## config.mk

```make
export PLATFORM = sky130hd
export DESIGN_NAME = grid_line_of_sight_walker_core
export DESIGN_NICKNAME = d
export VERILOG_FILES = /design/src/sv/glosw_pkg.sv /design/src/sv/glosw_front.sv /design/src/sv/glosw_fifo.sv /design/src/sv/glosw_back.sv /design/src/sv/grid_line_of_sight_walker_core.sv
export SDC_FILE = /design/constraint.sdc
export NUM_CORES = 2
export LEC_CHECK = 0
export ABC_CLOCK_PERIOD_IN_PS = 34200
export CAP_MARGIN = 0
export CORE_MARGIN = 3
export CORE_UTILIZATION = 69
export CTS_CLUSTER_SIZE = 12
export DETAILED_ROUTE_END_ITERATION = 16
export DONT_BUFFER_PORTS = 1
export PLACE_DENSITY_LB_ADDON = 0.2
export RECOVER_POWER = 25
export SETUP_SLACK_MARGIN = 0.4
export SLEW_MARGIN = 15
export SYNTH_ARGS = -nofsm -noshare
export SYNTH_HDL_FRONTEND = slang
export SYNTH_SLANG_ARGS = --single-unit
```

## constraint.sdc

```tcl
create_clock -name i_clk -period 34.2 [get_ports i_clk]
set_input_delay 1.71 -clock i_clk [delete_from_list [all_inputs] [get_ports i_clk]]
set_output_delay 1.71 -clock i_clk [all_outputs]
set_load 0.01 [all_outputs]
```

## src/sv/glosw_pkg.sv

```systemverilog
`timescale 1ns / 1ps
`default_nettype none
// ----------------------------------------------------------------------------
// glosw_pkg
// Shared types, constants and helpers for the grid line-of-sight walker.
// ----------------------------------------------------------------------------
package glosw_pkg;

    // Grid geometry. Coordinates on the ports are always five bits wide.
    localparam int GRID_SIDE = 32;
    localparam int COORD_W   = 5;
    localparam int CELLS     = GRID_SIDE * GRID_SIDE;
    localparam int ADDR_W    = $clog2(CELLS);

    // Error term and remaining-cell counter widths.
    localparam int ERR_W     = COORD_W + 3;
    localparam int REM_W     = COORD_W + 1;

    // Depth of the queue between the front and the back.
    localparam int QDEPTH    = 4;
    localparam int QPTR_W    = $clog2(QDEPTH);

    // Command codes.
    localparam logic CMD_WRITE = 1'b0;
    localparam logic CMD_CAST  = 1'b1;

    // Input beat.
    typedef struct packed {
        logic               command;
        logic [COORD_W-1:0] cell_x;
        logic [COORD_W-1:0] cell_y;
        logic               cell_blocked;
        logic [COORD_W-1:0] target_x;
        logic [COORD_W-1:0] target_y;
    } t_glosw_in;

    // Output beat.
    typedef struct packed {
        logic [COORD_W-1:0] step_x;
        logic [COORD_W-1:0] step_y;
        logic               last_step;
        logic               hit_wall;
        logic               target_seen;
    } t_glosw_out;

    // Classified job handed from the front to the back.
    typedef struct packed {
        logic                    is_cast;
        logic [COORD_W-1:0]      x;
        logic [COORD_W-1:0]      y;
        logic                    blocked;
        logic [COORD_W-1:0]      tx;
        logic [COORD_W-1:0]      ty;
        logic [COORD_W-1:0]      dx;
        logic [COORD_W-1:0]      dy;
        logic                    x_up;
        logic                    y_up;
        logic signed [ERR_W-1:0] err;
        logic [REM_W-1:0]        rem;
    } t_glosw_job;

    // Walker states.
    typedef enum logic {
        ST_IDLE,
        ST_WALK
    } t_glosw_state;

    // True when a cell lies inside the grid.
    function automatic logic cell_in_grid(input logic [COORD_W-1:0] x,
                                          input logic [COORD_W-1:0] y);
        cell_in_grid = ({1'b0, x} < (COORD_W+1)'(GRID_SIDE)) &&
                       ({1'b0, y} < (COORD_W+1)'(GRID_SIDE));
    endfunction

    // Row-major bitmap address of a cell.
    function automatic logic [ADDR_W-1:0] cell_addr(input logic [COORD_W-1:0] x,
                                                    input logic [COORD_W-1:0] y);
        cell_addr = ADDR_W'(ADDR_W'(y) * ADDR_W'(GRID_SIDE) + ADDR_W'(x));
    endfunction

endpackage
`default_nettype wire

```

## src/sv/glosw_front.sv

```systemverilog
`timescale 1ns / 1ps
`default_nettype none
// ----------------------------------------------------------------------------
// glosw_front
// Accepts input beats and classifies them into jobs for the walker queue.
// ----------------------------------------------------------------------------
module glosw_front import glosw_pkg::*; (
    input  wire logic       i_in_valid,
    output logic            o_in_ready,
    input  wire t_glosw_in  i_in_data,
    input  wire logic       i_queue_full,
    input  wire logic       i_clearing,
    output logic            o_push,
    output t_glosw_job      o_job
);

    logic               x_up;
    logic               y_up;
    logic [COORD_W-1:0] dx;
    logic [COORD_W-1:0] dy;

    // Take a beat whenever the queue has room and the bitmap is usable.
    assign o_in_ready = !i_queue_full && !i_clearing;
    assign o_push     = i_in_valid && o_in_ready;

    // Direction and distance along each axis.
    always_comb begin
        x_up = i_in_data.target_x > i_in_data.cell_x;
        y_up = i_in_data.target_y > i_in_data.cell_y;
        dx   = x_up ? i_in_data.target_x - i_in_data.cell_x
                    : i_in_data.cell_x - i_in_data.target_x;
        dy   = y_up ? i_in_data.target_y - i_in_data.cell_y
                    : i_in_data.cell_y - i_in_data.target_y;
    end

    // Build the job with its initial error term and cell count.
    always_comb begin
        o_job.is_cast = (i_in_data.command == CMD_CAST);
        o_job.x       = i_in_data.cell_x;
        o_job.y       = i_in_data.cell_y;
        o_job.blocked = i_in_data.cell_blocked;
        o_job.tx      = i_in_data.target_x;
        o_job.ty      = i_in_data.target_y;
        o_job.dx      = dx;
        o_job.dy      = dy;
        o_job.x_up    = x_up;
        o_job.y_up    = y_up;
        o_job.err     = $signed(ERR_W'(dx)) - $signed(ERR_W'(dy));
        o_job.rem     = REM_W'(1) + REM_W'(dx) + REM_W'(dy);
    end

endmodule
`default_nettype wire

```

## src/sv/glosw_fifo.sv

```systemverilog
`timescale 1ns / 1ps
`default_nettype none
// ----------------------------------------------------------------------------
// glosw_fifo
// Short job queue that decouples the front from the walker.
// ----------------------------------------------------------------------------
module glosw_fifo import glosw_pkg::*; (
    input  wire logic       i_clk,
    input  wire logic       i_rst_n,
    input  wire logic       i_push,
    input  wire t_glosw_job i_job,
    input  wire logic       i_pop,
    output logic            o_full,
    output logic            o_not_empty,
    output t_glosw_job      o_job
);

    t_glosw_job        r_mem [QDEPTH];
    logic [QPTR_W-1:0] r_wr_ptr;
    logic [QPTR_W-1:0] r_rd_ptr;
    logic [QPTR_W:0]   r_count;

    // Status flags.
    assign o_full      = (r_count == (QPTR_W+1)'(QDEPTH));
    assign o_not_empty = (r_count != '0);
    assign o_job       = r_mem[r_rd_ptr];

    // Entry storage.
    always_ff @(posedge i_clk) begin
        if (i_push) begin
            r_mem[r_wr_ptr] <= i_job;
        end
    end

    // Pointers and fill count.
    always_ff @(posedge i_clk) begin
        if (!i_rst_n) begin
            r_wr_ptr <= '0;
            r_rd_ptr <= '0;
            r_count  <= '0;
        end else begin
            if (i_push) begin
                r_wr_ptr <= r_wr_ptr + QPTR_W'(1);
            end
            if (i_pop) begin
                r_rd_ptr <= r_rd_ptr + QPTR_W'(1);
            end
            if (i_push && !i_pop) begin
                r_count <= r_count + (QPTR_W+1)'(1);
            end else if (!i_push && i_pop) begin
                r_count <= r_count - (QPTR_W+1)'(1);
            end
        end
    end

endmodule
`default_nettype wire

```

## src/sv/glosw_back.sv

```systemverilog
`timescale 1ns / 1ps
`default_nettype none
// ----------------------------------------------------------------------------
// glosw_back
// Holds the blocked-cell bitmap, applies writes and walks cast rays.
// ----------------------------------------------------------------------------
module glosw_back import glosw_pkg::*; (
    input  wire logic       i_clk,
    input  wire logic       i_rst_n,
    input  wire logic       i_job_valid,
    input  wire t_glosw_job i_job,
    output logic            o_pop,
    output logic            o_clearing,
    output logic            o_out_valid,
    input  wire logic       i_out_ready,
    output t_glosw_out      o_out_data
);

    t_glosw_state            r_state;
    t_glosw_state            n_state;

    logic                    r_bitmap [CELLS];
    logic                    r_rd_bit;
    logic                    r_rd_in;
    logic                    r_clearing;
    logic [ADDR_W-1:0]       r_clr_addr;

    logic [COORD_W-1:0]      r_x;
    logic [COORD_W-1:0]      n_x;
    logic [COORD_W-1:0]      r_y;
    logic [COORD_W-1:0]      n_y;
    logic [COORD_W-1:0]      r_tx;
    logic [COORD_W-1:0]      n_tx;
    logic [COORD_W-1:0]      r_ty;
    logic [COORD_W-1:0]      n_ty;
    logic [COORD_W-1:0]      r_dx;
    logic [COORD_W-1:0]      n_dx;
    logic [COORD_W-1:0]      r_dy;
    logic [COORD_W-1:0]      n_dy;
    logic                    r_x_up;
    logic                    n_x_up;
    logic                    r_y_up;
    logic                    n_y_up;
    logic signed [ERR_W-1:0] r_err;
    logic signed [ERR_W-1:0] n_err;
    logic [REM_W-1:0]        r_rem;
    logic [REM_W-1:0]        n_rem;

    logic                    r_out_valid;
    t_glosw_out              r_out;

    logic                    slot_free;
    logic                    wall;
    logic                    last;
    logic                    start_cast;
    logic                    do_write;
    logic                    emit;
    logic                    advance;

    // The current cell is a wall only if it lies in the grid.
    assign slot_free = !r_out_valid || i_out_ready;
    assign wall      = r_rd_bit && r_rd_in;
    assign last      = wall || (r_rem == REM_W'(1));

    // Next state.
    always_comb begin
        n_state = r_state;
        case (r_state)
            ST_IDLE: begin
                if (i_job_valid && !r_clearing && i_job.is_cast) begin
                    n_state = ST_WALK;
                end
            end
            ST_WALK: begin
                if (slot_free && last) begin
                    n_state = ST_IDLE;
                end
            end
            default: begin
                n_state = ST_IDLE;
            end
        endcase
    end

    // Control outputs of the walker.
    always_comb begin
        o_pop      = 1'b0;
        start_cast = 1'b0;
        do_write   = 1'b0;
        emit       = 1'b0;
        advance    = 1'b0;
        case (r_state)
            ST_IDLE: begin
                o_pop      = i_job_valid && !r_clearing;
                start_cast = o_pop && i_job.is_cast;
                do_write   = o_pop && !i_job.is_cast && cell_in_grid(i_job.x, i_job.y);
            end
            ST_WALK: begin
                emit    = slot_free;
                advance = slot_free && !last;
            end
            default: begin
                o_pop = 1'b0;
            end
        endcase
    end

    // Ray position, error term and cell count.
    always_comb begin
        n_x    = r_x;
        n_y    = r_y;
        n_tx   = r_tx;
        n_ty   = r_ty;
        n_dx   = r_dx;
        n_dy   = r_dy;
        n_x_up = r_x_up;
        n_y_up = r_y_up;
        n_err  = r_err;
        n_rem  = r_rem;
        if (start_cast) begin
            n_x    = i_job.x;
            n_y    = i_job.y;
            n_tx   = i_job.tx;
            n_ty   = i_job.ty;
            n_dx   = i_job.dx;
            n_dy   = i_job.dy;
            n_x_up = i_job.x_up;
            n_y_up = i_job.y_up;
            n_err  = i_job.err;
            n_rem  = i_job.rem;
        end else if (advance) begin
            n_rem = r_rem - REM_W'(1);
            if (r_err > 0) begin
                n_x   = r_x_up ? r_x + COORD_W'(1) : r_x - COORD_W'(1);
                n_err = r_err - $signed({2'b00, r_dy, 1'b0});
            end else begin
                n_y   = r_y_up ? r_y + COORD_W'(1) : r_y - COORD_W'(1);
                n_err = r_err + $signed({2'b00, r_dx, 1'b0});
            end
        end
    end

    // Walker registers.
    always_ff @(posedge i_clk) begin
        if (!i_rst_n) begin
            r_state <= ST_IDLE;
        end else begin
            r_state <= n_state;
        end
        r_x    <= n_x;
        r_y    <= n_y;
        r_tx   <= n_tx;
        r_ty   <= n_ty;
        r_dx   <= n_dx;
        r_dy   <= n_dy;
        r_x_up <= n_x_up;
        r_y_up <= n_y_up;
        r_err  <= n_err;
        r_rem  <= n_rem;
    end

    // Bitmap: clearing pass, cell writes, and a registered read of the next cell.
    always_ff @(posedge i_clk) begin
        if (r_clearing) begin
            r_bitmap[r_clr_addr] <= 1'b0;
        end else if (do_write) begin
            r_bitmap[cell_addr(i_job.x, i_job.y)] <= i_job.blocked;
        end
        r_rd_bit <= r_bitmap[cell_addr(n_x, n_y)];
        r_rd_in  <= cell_in_grid(n_x, n_y);
    end

    // Clearing pass sequencer, one cell per cycle after reset.
    always_ff @(posedge i_clk) begin
        if (!i_rst_n) begin
            r_clearing <= 1'b1;
            r_clr_addr <= '0;
        end else if (r_clearing) begin
            r_clr_addr <= r_clr_addr + ADDR_W'(1);
            if (r_clr_addr == ADDR_W'(CELLS - 1)) begin
                r_clearing <= 1'b0;
            end
        end
    end

    // Output register.
    always_ff @(posedge i_clk) begin
        if (!i_rst_n) begin
            r_out_valid <= 1'b0;
        end else if (emit) begin
            r_out_valid <= 1'b1;
        end else if (i_out_ready) begin
            r_out_valid <= 1'b0;
        end
        if (emit) begin
            r_out.step_x      <= r_x;
            r_out.step_y      <= r_y;
            r_out.last_step   <= last;
            r_out.hit_wall    <= wall;
            r_out.target_seen <= last && (r_x == r_tx) && (r_y == r_ty);
        end
    end

    assign o_clearing  = r_clearing;
    assign o_out_valid = r_out_valid;
    assign o_out_data  = r_out;

endmodule
`default_nettype wire

```

## src/sv/grid_line_of_sight_walker_core.sv

```systemverilog
`timescale 1ns / 1ps
`default_nettype none
// Path: a cast's first cell passes through the queue entry, the walker
// registers and the output register before it appears. A cast holds the
// walker until its last cell is emitted, one bitmap read per cell, longer
// while the receiver stalls; a write command is applied as it is popped.
// Reset: the bitmap is cleared one cell per cycle while o_in_ready stays
// low; the queue and output register start empty.
// ----------------------------------------------------------------------------
// grid_line_of_sight_walker_core
// Keeps a grid of blocked cells and walks 4-connected rays across it.
// ----------------------------------------------------------------------------
module grid_line_of_sight_walker_core import glosw_pkg::*; (
    input  wire logic      i_clk,
    input  wire logic      i_rst_n,
    input  wire logic      i_in_valid,
    output logic           o_in_ready,
    input  wire t_glosw_in i_in_data,
    output logic           o_out_valid,
    input  wire logic      i_out_ready,
    output t_glosw_out     o_out_data
);

    logic       push;
    logic       pop;
    logic       queue_full;
    logic       queue_not_empty;
    logic       clearing;
    t_glosw_job front_job;
    t_glosw_job back_job;

    // Front: takes beats and classifies them.
    glosw_front u_front (
        .i_in_valid   (i_in_valid),
        .o_in_ready   (o_in_ready),
        .i_in_data    (i_in_data),
        .i_queue_full (queue_full),
        .i_clearing   (clearing),
        .o_push       (push),
        .o_job        (front_job)
    );

    // Job queue between the two sides.
    glosw_fifo u_fifo (
        .i_clk       (i_clk),
        .i_rst_n     (i_rst_n),
        .i_push      (push),
        .i_job       (front_job),
        .i_pop       (pop),
        .o_full      (queue_full),
        .o_not_empty (queue_not_empty),
        .o_job       (back_job)
    );

    // Back: bitmap and ray walker.
    glosw_back u_back (
        .i_clk       (i_clk),
        .i_rst_n     (i_rst_n),
        .i_job_valid (queue_not_empty),
        .i_job       (back_job),
        .o_pop       (pop),
        .o_clearing  (clearing),
        .o_out_valid (o_out_valid),
        .i_out_ready (i_out_ready),
        .o_out_data  (o_out_data)
    );

endmodule
`default_nettype wire

```

After elaboration in Yosys (flattened, before gate mapping)
Memory sizes are Yosys's and may differ from the RTL's. A register that Yosys moved wholly into a read port is not among the register bits.
Cells that the tools add are included.
{ "totals": {"regBits": 79, "mem_bits_rw": 1216, "inputBits": 26, "out_inout_bits": 15, "word_cells": 120, "mem_count": 2} }
{ "memory_table": {"columns": ["name", "words", "word_bits", "read_ports", "rd_ports_with_merged_regs", "wr", "line", "rtl"], "rows": [
  ["u_back.r_bitmap", 1024, 1, 1, 1, 1, "glosw_back.sv:22", "logic r_bitmap [CELLS];"],
  ["u_fifo.r_mem", 4, 48, 1, 1, 1, "glosw_fifo.sv:18", "t_glosw_job r_mem [QDEPTH];"]
]} }
{ "op_classes": {"n_addsub": 21, "n_lt_le_gt_ge": 3, "n_eq_ne": 5, "mux": 41, "n_bitwise": 1, "reduce_logical": 25} }
{ "op_table": {"columns": ["op", "n"], "rows": [
  ["5-bit two-way mux", 10],
  ["8-bit two-way mux", 3],
  ["10-bit by 5-bit adder with 10-bit output", 2],
  ["1-bit two-way mux", 20],
  ["5-bit subtractor", 4],
  ["6-bit two-way mux", 2],
  ["1-bit logical AND", 11],
  ["10-bit by 1-bit adder with 10-bit output, second input constant", 1],
  ["5-bit by 1-bit adder with 5-bit output, second input constant", 2],
  ["10-bit equality test, second input constant", 1],
  ["5-bit equality test", 2],
  ["5-bit greater-than comparator", 2],
  ["10-bit two-way mux", 1],
  ["5-bit by 1-bit subtractor with 5-bit output, second input constant", 2],
  ["8-bit by 7-bit adder with 8-bit output", 1],
  ["8-bit by 1-bit greater-than comparator with 1-bit output, second input constant", 1],
  ["8-bit by 7-bit subtractor with 8-bit output", 1],
  ["1-bit zero test", 7],
  ["1-bit by 5-bit adder with 6-bit output, first input constant", 1],
  ["6-bit by 5-bit adder with 6-bit output", 1],
  ["6-bit by 1-bit equality test with 1-bit output, second input constant", 1],
  ["3-bit two-way mux", 2],
  ["2-bit nonzero test", 3],
  ["5-bit by 5-bit subtractor with 6-bit output", 1],
  ["other kinds (11)", 14]
]} }

Longest topological paths before layout
{ "depth": {"depth_word": 9, "mapped_depth": 22, "mapped_depth_nobuf": 16} }

By module
Synthesis repeated with hierarchy kept, for this count alone.
{ "hier_totals": {"cells_unflattened": 5092, "hier_area_um2": 58239.6} }
{ "modules_own_cells": {"columns": ["module", "instances", "cells_per_inst", "area_per_inst_um2", "seq_area_each_um2"], "rows": [
  ["glosw_back", 1, 4617, 49413.6, 32701.4],
  ["glosw_fifo", 1, 293, 7364.6, 5945.7],
  ["glosw_front", 1, 182, 1461.4, 0.0]
]} }

Least setup slack after synthesis
Ideal clock, no wire load.
{ "synth_path": {"path_kind": "register -> register", "from": "register (tool-made name)", "to": "memory u_back.r_bitmap[0] (data pin)", "setup_ns": 2.866, "arrival_time_ns": 14.660, "required_time_ns": 31.334, "slack_ns": 16.675, "path_stages_with_launch": 6, "path_buffers": 2, "period_less_slack_ns": 17.525, "path_cell_list": "dfxtp_1 buf_6 mux4_2 nor2_1 clkbuf_1 and2_1"} }
{ "synth_rtl": {"columns": ["element", "line"], "rows": [
  ["end: declaration", "glosw_back.sv:22"]
]} }

==> results_dict.tcl <==
set metrics [dict create \
    syn-mean-instance-area_sq_um 11.76 \
    hpwlAfterDp_mm 82.92 \
    postSynth.asyncResetShare 0 \
    rsz0062_at_grt "no" \
    setup_viol 0 \
    fmax_ghz 0.09221 \
    grtUsageTotal 0.3598 \
    ys.warnings.count 0 \
    cap_violations 11 \
    skew_ps 27.66 \
    clk_latency_ps 750 \
    detail_route.vias_per_cell 6.811 \
    clk_pin_slew_ps 60 \
    ys_seq_elements 1290 \
    startpoint_type "flop" \
    drtAntennaViolNets 0 \
    vias 40980 \
    finalHoldViolCount 0 \
    fin_nets 4870 \
    hold_buffers 0 \
    holdPathStages 0 \
    dieArea_sq_mm 0.08834 \
    io_buffers 0 \
    wl_per_cell_um 26.83 \
    gp_congestion 0.8576 \
    total_power_mw 3.296 \
    synth_area_sq_mm 0.05852 \
    arrival_ps 11530 \
    start_util 0.6981 \
    synthFlopType "edfxtp_1" \
    io_pins 41 \
    power_density_mw_per_mm2 52.29 \
    die_w_um 297.2 \
    dr.pass1.iters 6 \
    fp.coreArea_sq_mm 0.08382 \
    cts-buffers-inserted 135 \
    syn_inst 4977 \
    grt_pass1_wl_mm 238.0 \
    path_cells "clkbuf_1 -> mux4_2 -> or4b_1 -> clkbuf_1 -> clkinvlp_2 -> o31ai_4 -> buf_4 -> buf_4 -> buf_12 -> mux2i_1 -> mux2i_1 -> o21ai_0 -> or4_1 -> nor4_1 -> or4_1 -> nand4_1 -> o22ai_1 -> a311o_1" \
    relSlewSlack -1.817 \
    fin_crit_ps 10840 \
    setup_tns_ps 0 \
    tightestPinTransition_ps 4226 \
    violations "capacitance limit, slew limit" \
    run_status "finished with violations" \
    hp-class "reg2reg" \
    crit_required_ps 34880 \
    clkSinkCount 1290 \
    antenna_found_initial 1 \
    synth_edf_count 1257 \
    post_cts_buffers 0 \
    end_kind "flop" \
    cts_tree "built" \
    slew_viol_final 570 \
    yosysSeqAreaShare 0.6563 \
    synth_cell_types 70 \
    grt_max_degree 286 \
    grt_pass1_vias 39380 \
    path_max_fanout 143 \
    syn2layout_area_growth_pct 7.721 \
    die_y_um 297.2 \
    p_leak_nw 20.15 \
    cp_slowest_cell "clkbuf_1" \
    path_class "reg2reg" \
    slowest_delay_ps 2010 \
    cts-resized-gates 0 \
    ir_drop_uv 55.29 \
    num_rows 106 \
    final_layout_size_suffix_gt1_frac 0.07314 \
    wirelength_mm 161.4 \
    synth_nets 5062 \
    drt_iter0_markers 6433 \
    num-fill-cells 5348 \
    h-tree-depth 4 \
    grt_overflow_total 0 \
    root_buffer "clkbuf_16" \
    clock_path_buffers 3 \
    worst_r2r_path_depth 18 \
    period_share 0.3171 \
    drc 0 \
]
## cell usage after synthesis, drive strengths merged, types with 49 or more instances
master | number | area share
a21oi | 406 | 0.035
a22oi | 119 | 0.015
buf | 236 | 0.020
clkbuf | 188 | 0.012
edfxtp | 1257 | 0.65
ha | 49 | 0.010
inv | 57 | 0.0037
mux2i | 283 | 0.048
nand2 | 551 | 0.035
nand3 | 51 | 0.0044
nor2 | 1100 | 0.071
nor3 | 102 | 0.0087
nor4 | 54 | 0.0058
o22ai | 112 | 0.012
## state kept, by name, summed over array words and instances (netlist names), 3 cells and up, named ones only
name and count:
u_back.o_out_data 13, u_back.r_bitmap 1024, u_back.r_clr_addr 10, u_back.r_dx 5, u_back.r_dy 5, u_back.r_err 8, u_back.r_rem 6, u_back.r_tx 5
u_back.r_ty 5, u_back.r_x 5, u_back.r_y 5, u_fifo.r_count 3, u_fifo.r_mem 184
## stage by stage
stage / setup slack, ps / cells / utilization / cell area [sq um] / hold WS, ps
after CTS: 26940 / 6014 / 0.7525 / 63070 / 528.4
after detailed placement: 26470 / 5781 / 0.7048 / 59080 / 523.5
final: 23360 / 6017 / 0.7520 / 63030 / 532.3
after floorplan: 16670 / 4977 / - / 58520 / 409.0
after global routing: 22720 / 6016 / 0.7520 / 63030 / 541.8
after global placement: 26070 / 5780 / 0.7047 / 59060 / 487.6
## worst max-delay path: cells and delay by family (launching register included)
| family | cells | cell delay, ps |
|---|---|---|
| AND/OR/NAND/NOR | 5 | 1680 |
| AO/OA/AOI/OAI | 4 | 1060 |
| flip-flops | 1 | 310 |
| multiplexers | 3 | 870 |
| buffers and inverters | 6 | 6560 |
## layer usage
metal  wire length [um]  global-route usage  vias to the layer above
li1                   -                   -                    17510
met1              55710              0.4764                    19860
met2              73400              0.5538                     2952
met3              22030             0.09079                      659
met4              10270              0.1975                        0
met5                  0                   0                        -
## cell families (layout without fill, tap and decap cells)
group,count (synthesis),count (layout),share of synthesized area
and+or+nand+nor,1970,1970,0.1374
DFF,1290,1290,0.6563
AOI/OAI and AO/OA,787,787,0.08091
buffers and inverters,484,388,0.03614
muxes,336,336,0.06772
adders and majority gates,59,59,0.01390
xor gates and xnor gates,51,51,0.007633
other,0,2,0
## worst paths after layout
path,start,slack (ps),end
min reg2reg,u_back.r_y[4]$_DFF_P_,530,u_back.o_out_data[7]$_DFFE_PP_
max,flop,23360,u_back.r_rd_bit$_DFF_P_
min,u_back.r_y[4]$_DFF_P_,530,u_back.o_out_data[7]$_DFFE_PP_
max reg2reg,flop,23360,u_back.r_rd_bit$_DFF_P_
## power by group
group	internal (mW)	switching (mW)
logic	0.0628	0.146
clock network	0.767	0.589
registers	1.73	0.00298
## cells in the final DEF (no fill, tap or decap), drive strengths merged, types with 4 or more instances in the layout
cell type and n:
o21bai 7, nand4 20, xnor2 34, nand2b 13, nor4 54, edfxtp 1257
o31ai 5, clkbuf 200, or4 14, nand2 551, and3 12, mux2i 283
dfxtp 33, a211oi 4, nand3 51, o22ai 112, a2111oi 4, fa 10
buf 81, mux2 6, a22o 12, a31oi 14, ha 49, o21ai 42
nor2 1100, a21oi 406, clkinv 39, o221ai 13, xor2 17, or3 11
inv 65, nor3b 4, a21o 9, mux4 47, a32oi 17, and2 20
nor2b 13, a22oi 119, nor3 102
## cell type report
type                       count  area [sq um]  area share
sequential                  1290         38410      0.6093
multi-input combinational   3203         18220      0.2890
clock buffer                 187          3731     0.05919
tap                         1134          1419     0.02251
timing repair buffer          95         745.7     0.01183
clock inverter                46         266.5    0.004228
inverter                      60         241.5    0.003831
antenna                        2         5.005  0.00007940
No activity file was read; power rests on OpenSTA's default activity.
